`src/pbd_pkg.sv`:
```
// ============================================================================
// pbd_pkg
// Shared types and constants for the PCI base address register decoder.
// ============================================================================
package pbd_pkg;

    // Default slot limit of a device header
    localparam int MAX_BARS_DEF = 6;

    // Low type bits of a base address register (bits 2..0)
    localparam logic [2:0] TYPE_MEM32   = 3'd0;
    localparam logic [2:0] TYPE_IO      = 3'd1;
    localparam logic [2:0] TYPE_MEM20   = 3'd2;
    localparam logic [2:0] TYPE_MEM64   = 3'd4;
    localparam logic [2:0] TYPE_IO_HIGH = 3'd5;

    // Address range codes
    localparam logic [6:0] RANGE_NONE = 7'd0;
    localparam logic [6:0] RANGE_20   = 7'd20;
    localparam logic [6:0] RANGE_32   = 7'd32;
    localparam logic [6:0] RANGE_64   = 7'd64;

    // Low bits cleared from a base: port or memory layout
    localparam logic [31:0] PORT_LOW_MASK = 32'h0000_0003;
    localparam logic [31:0] MEM_LOW_MASK  = 32'h0000_000f;

    // Flag bit positions in the type table
    localparam int FLAG_MEM_BIT  = 0;
    localparam int FLAG_PORT_BIT = 1;
    localparam int FLAG_PREF_BIT = 2;

    // Flags by bits 3..0 of the register: {pref, port, mem}
    localparam logic [2:0] TYPE_FLAGS [16] = '{
        3'b001, 3'b010, 3'b001, 3'b000,
        3'b001, 3'b010, 3'b000, 3'b000,
        3'b101, 3'b010, 3'b101, 3'b000,
        3'b101, 3'b010, 3'b000, 3'b000
    };

    typedef struct packed {
        logic [31:0] bar_value;
        logic [31:0] probe_value;
        logic        last_slot;
    } t_slot_in;

    typedef struct packed {
        logic        entry_valid;
        logic [31:0] base_addr;
        logic        is_memory;
        logic        is_port;
        logic        prefetchable;
        logic [4:0]  size_log2;
        logic [6:0]  range_log2;
        logic        upper_half;
    } t_slot_out;

    // Clear the low flag bits: two for port registers, four for memory
    function automatic logic [31:0] masked_base(input logic [31:0] v);
        logic [31:0] low;
        low = v[0] ? PORT_LOW_MASK : MEM_LOW_MASK;
        return v & ~low;
    endfunction

endpackage

```
`src/pbd_if.sv`:
```
// ============================================================================
// pbd_in_if / pbd_out_if
// Valid/ready channels carrying slot items into and results out of the block.
// ============================================================================
interface pbd_in_if;
    logic        valid;
    logic        ready;
    logic [31:0] bar_value;
    logic [31:0] probe_value;
    logic        last_slot;

    modport source (output valid, output bar_value, output probe_value,
                    output last_slot, input ready);
    modport sink   (input valid, input bar_value, input probe_value,
                    input last_slot, output ready);
endinterface

interface pbd_out_if;
    logic        valid;
    logic        ready;
    logic        entry_valid;
    logic [31:0] base_addr;
    logic        is_memory;
    logic        is_port;
    logic        prefetchable;
    logic [4:0]  size_log2;
    logic [6:0]  range_log2;
    logic        upper_half;

    modport source (output valid, output entry_valid, output base_addr,
                    output is_memory, output is_port, output prefetchable,
                    output size_log2, output range_log2, output upper_half,
                    input ready);
    modport sink   (input valid, input entry_valid, input base_addr,
                    input is_memory, input is_port, input prefetchable,
                    input size_log2, input range_log2, input upper_half,
                    output ready);
endinterface

```
`src/pbd_ctz.sv`:
```
// ============================================================================
// pbd_ctz
// Trailing-zero count of a 32-bit word; zero input gives zero.
// ============================================================================
module pbd_ctz (
    input  logic [31:0] i_value,
    output logic [4:0]  o_count
);

    // Priority encode from the top so the lowest set bit wins
    always_comb begin
        o_count = 5'd0;
        for (int i = 31; i >= 0; i--) begin
            if (i_value[i]) begin
                o_count = 5'(i);
            end
        end
    end

endmodule

```
`src/pbd_core.sv`:
```
// ============================================================================
// pbd_core
// Per-slot decode and the running list state (upper half, end, slot count).
// ============================================================================
module pbd_core #(
    parameter int MAX_BARS = pbd_pkg::MAX_BARS_DEF
) (
    input  logic               i_clk,
    input  logic               i_rst_n,
    input  logic               i_step,
    input  pbd_pkg::t_slot_in  i_slot,
    output pbd_pkg::t_slot_out o_result
);

    localparam int SLOT_W = $clog2(MAX_BARS + 1);
    localparam logic [SLOT_W-1:0] SLOT_LIMIT = SLOT_W'(MAX_BARS);

    logic              r_upper_pending, n_upper_pending;
    logic              r_list_ended,    n_list_ended;
    logic [SLOT_W-1:0] r_slot_index,    n_slot_index;

    logic [31:0] probe_masked;
    logic [4:0]  probe_tz;
    logic [6:0]  range_code;
    logic [2:0]  flags;
    logic        in_list;

    assign probe_masked = pbd_pkg::masked_base(i_slot.probe_value);

    pbd_ctz u_ctz (
        .i_value (probe_masked),
        .o_count (probe_tz)
    );

    always_comb begin
        case (i_slot.bar_value[2:0])
            pbd_pkg::TYPE_MEM32:   range_code = pbd_pkg::RANGE_32;
            pbd_pkg::TYPE_IO:      range_code = pbd_pkg::RANGE_32;
            pbd_pkg::TYPE_IO_HIGH: range_code = pbd_pkg::RANGE_32;
            pbd_pkg::TYPE_MEM20:   range_code = pbd_pkg::RANGE_20;
            pbd_pkg::TYPE_MEM64:   range_code = pbd_pkg::RANGE_64;
            default:               range_code = pbd_pkg::RANGE_NONE;
        endcase
    end

    assign flags   = pbd_pkg::TYPE_FLAGS[i_slot.bar_value[3:0]];
    assign in_list = !r_list_ended && (r_slot_index < SLOT_LIMIT);

    always_comb begin
        o_result        = '0;
        n_upper_pending = r_upper_pending;
        n_list_ended    = r_list_ended;
        n_slot_index    = r_slot_index;

        if (in_list) begin
            if (r_upper_pending) begin
                // upper word of a 64-bit register: raw pass-through
                o_result.entry_valid = 1'b1;
                o_result.base_addr   = i_slot.bar_value;
                o_result.upper_half  = 1'b1;
                n_upper_pending      = 1'b0;
            end else if (i_slot.bar_value == 32'd0 || range_code == pbd_pkg::RANGE_NONE) begin
                n_list_ended = 1'b1;
            end else begin
                o_result.entry_valid  = 1'b1;
                o_result.base_addr    = pbd_pkg::masked_base(i_slot.bar_value);
                o_result.is_memory    = flags[pbd_pkg::FLAG_MEM_BIT];
                o_result.is_port      = flags[pbd_pkg::FLAG_PORT_BIT];
                o_result.prefetchable = flags[pbd_pkg::FLAG_PREF_BIT];
                o_result.size_log2    = probe_tz;
                o_result.range_log2   = range_code;
                n_upper_pending       = (range_code == pbd_pkg::RANGE_64);
            end
        end

        if (r_slot_index < SLOT_LIMIT) begin
            n_slot_index = r_slot_index + 1'b1;
        end

        // last slot of the device: back to a fresh list
        if (i_slot.last_slot) begin
            n_upper_pending = 1'b0;
            n_list_ended    = 1'b0;
            n_slot_index    = '0;
        end
    end

    always_ff @(posedge i_clk) begin
        if (!i_rst_n) begin
            r_upper_pending <= 1'b0;
            r_list_ended    <= 1'b0;
            r_slot_index    <= '0;
        end else if (i_step) begin
            r_upper_pending <= n_upper_pending;
            r_list_ended    <= n_list_ended;
            r_slot_index    <= n_slot_index;
        end
    end

endmodule

```
`src/pci_bar_decoder.sv`:
```
// ============================================================================
// pci_bar_decoder
// Decodes a device's base address registers one item per cycle when unstalled.
// ============================================================================
// Feed the slots of one device in order, each item holding the original
// register value and the all-ones readback, with last_slot set on the final
// slot. Every accepted item yields exactly one result item, in order. The
// block takes a new item every cycle while the output is not stalled. An
// accepted item is held in the input register while it is decoded, and its
// result is then registered in the result register and offered from there.
// The single decode stage between the two registers does the mask, the
// type-table lookup and a 32-bit trailing-zero count. Stalls on the output
// side back up through the two registers without losing or repeating items.
// ============================================================================
module pci_bar_decoder #(
    parameter int MAX_BARS = pbd_pkg::MAX_BARS_DEF
) (
    input  logic      i_clk,
    input  logic      i_rst_n,
    pbd_in_if.sink    i_in,
    pbd_out_if.source o_out
);

    // Input register stage
    logic              r_s1_valid, n_s1_valid;
    pbd_pkg::t_slot_in r_s1;

    // Result register stage
    logic               r_out_valid, n_out_valid;
    pbd_pkg::t_slot_out r_out;
    pbd_pkg::t_slot_out dec_result;

    logic out_free;   // result register can take a new item this cycle
    logic s1_fire;    // decode stage hands its item on
    logic in_fire;

    assign out_free = !r_out_valid || o_out.ready;
    assign s1_fire  = r_s1_valid && out_free;
    assign in_fire  = i_in.valid && i_in.ready;

    // Accept while the input register is empty or draining this cycle
    assign i_in.ready = !r_s1_valid || out_free;

    // Decode logic and running list state; state advances once per item
    pbd_core #(
        .MAX_BARS (MAX_BARS)
    ) u_core (
        .i_clk    (i_clk),
        .i_rst_n  (i_rst_n),
        .i_step   (s1_fire),
        .i_slot   (r_s1),
        .o_result (dec_result)
    );

    always_comb begin
        n_s1_valid  = r_s1_valid;
        n_out_valid = r_out_valid;
        if (in_fire) begin
            n_s1_valid = 1'b1;
        end else if (s1_fire) begin
            n_s1_valid = 1'b0;
        end
        if (s1_fire) begin
            n_out_valid = 1'b1;
        end else if (o_out.ready) begin
            n_out_valid = 1'b0;
        end
    end

    // Control state
    always_ff @(posedge i_clk) begin
        if (!i_rst_n) begin
            r_s1_valid  <= 1'b0;
            r_out_valid <= 1'b0;
        end else begin
            r_s1_valid  <= n_s1_valid;
            r_out_valid <= n_out_valid;
        end
    end

    // Payload registers, no reset needed
    always_ff @(posedge i_clk) begin
        if (in_fire) begin
            r_s1.bar_value   <= i_in.bar_value;
            r_s1.probe_value <= i_in.probe_value;
            r_s1.last_slot   <= i_in.last_slot;
        end
        if (s1_fire) begin
            r_out <= dec_result;
        end
    end

    assign o_out.valid        = r_out_valid;
    assign o_out.entry_valid  = r_out.entry_valid;
    assign o_out.base_addr    = r_out.base_addr;
    assign o_out.is_memory    = r_out.is_memory;
    assign o_out.is_port      = r_out.is_port;
    assign o_out.prefetchable = r_out.prefetchable;
    assign o_out.size_log2    = r_out.size_log2;
    assign o_out.range_log2   = r_out.range_log2;
    assign o_out.upper_half   = r_out.upper_half;

endmodule
```
`src/flat_wrapper.sv`:
```
// flat-port wrapper written by rule: the top's interface ports become plain ports
module pci_bar_decoder_flat 
#(
    parameter int MAX_BARS = pbd_pkg::MAX_BARS_DEF
)
  (i_clk, i_rst_n, i_in_valid, i_in_bar_value, i_in_probe_value, i_in_last_slot, i_in_ready, o_out_valid, o_out_entry_valid, o_out_base_addr, o_out_is_memory, o_out_is_port, o_out_prefetchable, o_out_size_log2, o_out_range_log2, o_out_upper_half, o_out_ready);
  pbd_in_if i_in_i ();
  pbd_out_if o_out_i ();
  input  logic i_clk;
  input  logic i_rst_n;
  input wire logic [$bits(i_in_i.valid)-1:0] i_in_valid;
  input wire logic [$bits(i_in_i.bar_value)-1:0] i_in_bar_value;
  input wire logic [$bits(i_in_i.probe_value)-1:0] i_in_probe_value;
  input wire logic [$bits(i_in_i.last_slot)-1:0] i_in_last_slot;
  output wire logic [$bits(i_in_i.ready)-1:0] i_in_ready;
  output wire logic [$bits(o_out_i.valid)-1:0] o_out_valid;
  output wire logic [$bits(o_out_i.entry_valid)-1:0] o_out_entry_valid;
  output wire logic [$bits(o_out_i.base_addr)-1:0] o_out_base_addr;
  output wire logic [$bits(o_out_i.is_memory)-1:0] o_out_is_memory;
  output wire logic [$bits(o_out_i.is_port)-1:0] o_out_is_port;
  output wire logic [$bits(o_out_i.prefetchable)-1:0] o_out_prefetchable;
  output wire logic [$bits(o_out_i.size_log2)-1:0] o_out_size_log2;
  output wire logic [$bits(o_out_i.range_log2)-1:0] o_out_range_log2;
  output wire logic [$bits(o_out_i.upper_half)-1:0] o_out_upper_half;
  input wire logic [$bits(o_out_i.ready)-1:0] o_out_ready;
  assign i_in_i.valid = i_in_valid;
  assign i_in_i.bar_value = i_in_bar_value;
  assign i_in_i.probe_value = i_in_probe_value;
  assign i_in_i.last_slot = i_in_last_slot;
  assign i_in_ready = i_in_i.ready;
  assign o_out_valid = o_out_i.valid;
  assign o_out_entry_valid = o_out_i.entry_valid;
  assign o_out_base_addr = o_out_i.base_addr;
  assign o_out_is_memory = o_out_i.is_memory;
  assign o_out_is_port = o_out_i.is_port;
  assign o_out_prefetchable = o_out_i.prefetchable;
  assign o_out_size_log2 = o_out_i.size_log2;
  assign o_out_range_log2 = o_out_i.range_log2;
  assign o_out_upper_half = o_out_i.upper_half;
  assign o_out_i.ready = o_out_ready;
  pci_bar_decoder #(.MAX_BARS(MAX_BARS)) u_core (.i_clk(i_clk), .i_rst_n(i_rst_n), .i_in(i_in_i), .o_out(o_out_i));
endmodule
```
`config.mk`:
```
export PLATFORM = sky130hd
export DESIGN_NAME = pci_bar_decoder_flat
export DESIGN_NICKNAME = d
export VERILOG_FILES = /design/src/pbd_pkg.sv /design/src/pbd_if.sv /design/src/pbd_ctz.sv /design/src/pbd_core.sv /design/src/pci_bar_decoder.sv /design/src/flat_wrapper.sv
export SDC_FILE = /design/constraint.sdc
export NUM_CORES = 1
export LEC_CHECK = 0
export BUFFER_PORTS_ARGS = -buffer_cell sky130_fd_sc_hd__buf_2
export CAP_MARGIN = 0
export CORE_MARGIN = 2
export CORE_UTILIZATION = 35
export DETAILED_ROUTE_END_ITERATION = 16
export PLACE_DENSITY_LB_ADDON = 0.12
export SYNTH_ARGS = -nofsm -noshare
export SYNTH_HDL_FRONTEND = slang
export SYNTH_HIERARCHICAL = 1
export SYNTH_SLANG_ARGS = --single-unit
```
`constraint.sdc`:
```
create_clock -name i_clk -period 7 [get_ports i_clk]
set_input_delay 0.7 -clock i_clk [delete_from_list [all_inputs] [get_ports i_clk]]
set_output_delay 0.7 -clock i_clk [all_outputs]
set_load 0.05 [all_outputs]
```
# Word-level counts from Yosys, hierarchy flattened
# Memories as Yosys holds them, arrays and structs flattened.
# Index checks and enable logic that the tools add are counted.
[totals] rom_bits=48 regBits=121 elab_cells=117 memories=1 in_bits=69
[op_classes] n_lt_le_gt_ge=2 n_addsub=1 eq_ne=6 bitwise=6 n_mux=54 n_reduce_logical=27
[mem_list] name="(no name shown)" words=16 width=3 read_ports=1 rd_clocked_by_memory_dff=0 write_ports=0 line_no="pbd_core.sv:46" text="assign flags = pbd_pkg::TYPE_FLAGS[i_slot.bar_value[3:0]];"
[op_table] op="2-to-1 mux 5 bit" count=32
[op_table] op="bitwise AND 32 bit" count=2
[op_table] op="2-to-1 mux 48 bit" count=1
[op_table] op="2-to-1 mux 33 bit" count=1
[op_table] op="logical NOT 32 bit" count=1
[op_table] op="inverter 32 bit" count=1
[op_table] op="inverter 4 -> 32 bit" count=1
[op_table] op="one-hot mux 7 bit (3 select lines)" count=1
[op_table] op="OR reduction 19 bit" count=1
[op_table] op="2-to-1 mux 1 bit" count=13
[op_table] op="2-to-1 mux 3 bit" count=4
[op_table] op="OR reduction 11 bit" count=1
[op_table] op="nonzero test 2 bit" count=5
[op_table] op="2-to-1 mux 4 bit" count=2
[op_table] op="== test 7 bit (second input constant)" count=1
[op_table] op="logical NOT 7 bit" count=1
[op_table] op="OR reduction 7 bit" count=1
[op_table] op="== test 3 bit (second input constant)" count=2
[op_table] op="OR reduction 3 bit" count=2
[op_table] op="greater-or-equal comparator 5 bit (second input constant)" count=1
[op_table] op="inverter 4 -> 5 bit" count=1
[op_table] op="OR reduction 5 bit" count=1
[op_table] op="AND reduction 2 bit" count=2
[op_table] op="AND reduction 4 bit" count=1
[op_table] op="other kinds (11)" count=17

# Depth between registers and ports, before layout
[logic_depth] word_depth=37 ltp_mapped=7 depth_no_buf=7

# By module
# Netlist, hierarchy kept.
[by_module_without_submodules] module="pci_bar_decoder" cells_each=123 n_inst=1 area_per_inst_um2=3527.1
[by_module_without_submodules] module="pbd_core" cells_each=118 n_inst=1 area_per_inst_um2=868.3
[by_module_without_submodules] module="pbd_ctz" cells_each=63 n_inst=1 area_per_inst_um2=365.4

# Worst setup path before layout
# Ideal clock, no wire load.
[synth_timing] path_type="input port to flip-flop" startpoint="input o_out_ready" endpoint="register u_core/r_s1[0] (netlist bit), enable pin" stages=2 required_ns=6.491 t_arrival_ns=3.917 n_path_buf=0 setup_ns=0.509 setup_slack_ns=2.573 path_cell_list="nor2b_4 -> a21oi_1"
[synth_via] elab_chain_cells=3
[synth_lines] item="from (decl)" line_no="flat_wrapper.sv:25" text="input wire logic [$bits(o_out_i.ready)-1:0] o_out_ready;"
[synth_lines] item="logical OR 1 bit" line_no="pci_bar_decoder.sv:37" text="assign out_free = !r_out_valid || o_out.ready;"
[synth_lines] item="logical OR 1 bit" line_no="pci_bar_decoder.sv:42" text="assign i_in.ready = !r_s1_valid || out_free;"
[synth_lines] item="logical AND 1 bit" line_no="pci_bar_decoder.sv:39" text="assign in_fire = i_in.valid && i_in.ready;"
[synth_lines] item="named net u_core.in_fire" line_no="pci_bar_decoder.sv:35" text="logic in_fire;"
[synth_lines] item="to (decl)" line_no="pci_bar_decoder.sv:26" text="pbd_pkg::t_slot_in r_s1;"
# The timed path passes the listed nets, and every way through them passes these cells.
# A chain may end at the register's enable or synchronous reset.

# Worst setup path after layout
[layout_timing] startpoint="register u_core/r_s1[42] (netlist bit)" endpoint="register u_core.r_out (netlist bit u_core/o_out.prefetchable), data pin"
[layout_via] elab_chain_cells=3
[layout_lines] item="logical NOT 32 bit" line_no="pbd_core.sv:62" text="end else if (i_slot.bar_value == 32'd0 || range_code == pbd_pkg::RANGE_NONE) begin"
[layout_lines] item="logical OR 1 bit" line_no="pbd_core.sv:62"
[layout_lines] item="OR reduction 3 bit (no source line)"
[layout_lines] item="to (signal assigned)" line_no="pci_bar_decoder.sv:89" text="r_out <= dec_result;"
[layout_lines] item="to (decl)" line_no="pci_bar_decoder.sv:30" text="pbd_pkg::t_slot_out r_out;"
# Every way passes these cells.

==> flow_summary_export.csv <==
group,metric,value,unit
timing,worstMarginPinSlew,0.807,ns
global_routing,grt_max_degree,65,
detailed_routing,wl,9630,µm
die,fp.dieH,120,µm
detailed_routing,drc,0,
clock_tree,htree_levels,4,
clock_tree,cts.sink_count,120,
timing,slew_violations,0,
clock_tree,cts_tree,"built",
place,placedCellCount,595,
clock_tree,cts_root_buffer,"clkbuf_16",
clock_tree,cts_buffer_depth,2,
timing,setup_viol,0,
power,vdd_ir_drop_max,0.189,mV
finish,area.growth.synth_to_final,28.9,%
clock_tree,cts_setup_buffers,0,
die,rows,42,
worst_hold_path,holdCritPathClass,"in -> reg",
place,portBuffers,118,
timing,rsz0062_at_grt,"no",
finish,antenna_cells,0,
finish,final_area,0.00610,mm²
finish,nets,508,
timing,period_share,27.4,%
worst_setup_path,startpoint_type,"flip-flop",
die,dieArea,0.0145,mm²
global_routing,grt_pass1_wl,15100,µm
clock_tree,clock_latency,0.42,ns
run,cap_viol_max_count,0,
detailed_routing,routedWlPerCell,15.4,µm
finish,regArea,0.00353,mm²
timing,max-slew-margin-rel,46.2,%
finish,final_cell_mix,"buf_2 (118), edfxtp_1 (113), o211a_1 (28)",
clock_tree,numCtsBuffers,17,
place,gp_congestion,0.705,
clock_tree,postCtsResizedCells,0,
global_routing,antenna_found_initial,0,
timing,fmax,0.521,GHz
timing,finalHoldViolations,0,
global_routing,grt_pass1_vias,2975,
die,pin_count,120,
power,p_leak,2.54,nW
worst_setup_path,cp_data_required_time,7.14,ns
finish,fillers,1231,
die,core,0.0132,mm²
finish,finalNonFillerCells,626,
timing,skew,0.00810,ns
die,initial_utilization,35.7,%
timing,finalCriticalPeriod,1.92,ns
detailed_routing,first_pass_iters,4,
die,die_x,120,µm
status,status,"finished clean",
worst_setup_path,crit_path_end_kind,"flip-flop",
finish,drive_above_1_share,35.6,%
finish,multiInputGateArea,0.00113,mm²
power,power,1.81,mW
worst_setup_path,crit_fanout,8,
worst_setup_path,crit_type,"reg -> reg",
synthesis,synth_area,0.00473,mm²
place,placed_area,0.00556,mm²
worst_setup_path,worst-endpoint-arrival,2.07,ns
timing,setup_tns,0,ns
detailed_routing,ant_nets,0,
place,hpwl,6360,µm
synthesis,synth.avg_cell_area,15.6,µm²
detailed_routing,drt_iter0_drc,139,
global_routing,grt_usage,14.3,%
detailed_routing,via_per_inst,4.80,
global_routing,gr-total-overflow,0,
synthesis,yosysWarnings,6,
synthesis,netlist_instances,303,
power,powerDensity,296,mW/mm²
finish,layout_commonest_cell,"buf_2",
clock_tree,ctsHoldBuffers,0,
detailed_routing,num_vias,3006,
clock_tree,clkTransAtPathRegs,0.05,ns
==> worst paths after layout <==
| check | start | end | slack (ns) | depth (start not counted) |
|---|---|---|---|---|
| worst max-delay path | u_core/r_s1[42] | u_core/o_out.prefetchable | 5.08 | 4 |
| worst min-delay path | i_in_bar_value[16] | u_core/r_s1[49] | 0.45 | 1 |
| worst max register to register | u_core/r_s1[42] | u_core/o_out.prefetchable | 5.08 | 4 |
| worst min register to register | u_core/u_core/r_slot_index[0] | u_core/u_core/r_slot_index[0] | 0.52 | 2 |
==> sequential cells by signal (all words and copies together), names as in the netlist, 3 cells and up <==
register                    cells
u_core/u_core/r_slot_index      3
u_core/r_s1                    64
u_core/o_out.size_log2          5
u_core/o_out.range_log2         7
u_core/o_out.base_addr         32
==> final cells by class <==
| type | instances | share of cell area (%) |
|---|---|---|
| clock inverter | 11 | 1.76 |
| tap | 176 | 3.61 |
| inverter | 11 | 0.677 |
| multi-input combinational | 165 | 18.6 |
| clock buffer | 20 | 7.16 |
| timing repair buffer | 123 | 10.3 |
| sequential | 120 | 57.9 |
==> worst max-delay path, stage by stage, from the launching register on <==
cell and delay [ns]:
edfxtp_1 0.40, nor4_1 0.49, nand4_1 0.31, o21ai_4 0.37, a2111oi_2 0.09
==> where the power goes <==
part | internal (mW) | switching, mW
combinational | 0.0444 | 0.100
clock | 0.514 | 0.292
sequential | 0.833 | 0.0219
total | 1.39 | 0.414
==> metrics by stage <==
stage / setup WS (ns) / utilization, % / hold slack (ns)
final: 5.08 / 46.1 / 0.455
after CTS: 5.03 / 46.1 / 0.433
after detailed placement: 4.74 / 42.0 / 0.510
after floorplan: 2.62 / - / 0.485
after global placement: 4.84 / 42.0 / 0.510
after global routing: 4.82 / 46.1 / 0.437
==> routing by layer <==
metal	up-vias	share of wire, %	track usage [%]
li1	1462	-	-
met1	1430	40	15.8
met2	93	51	23.9
met3	21	5.6	4.91
met4	0	3.5	8.43
met5	-	0	0
(Power assumes the default switching activity.)
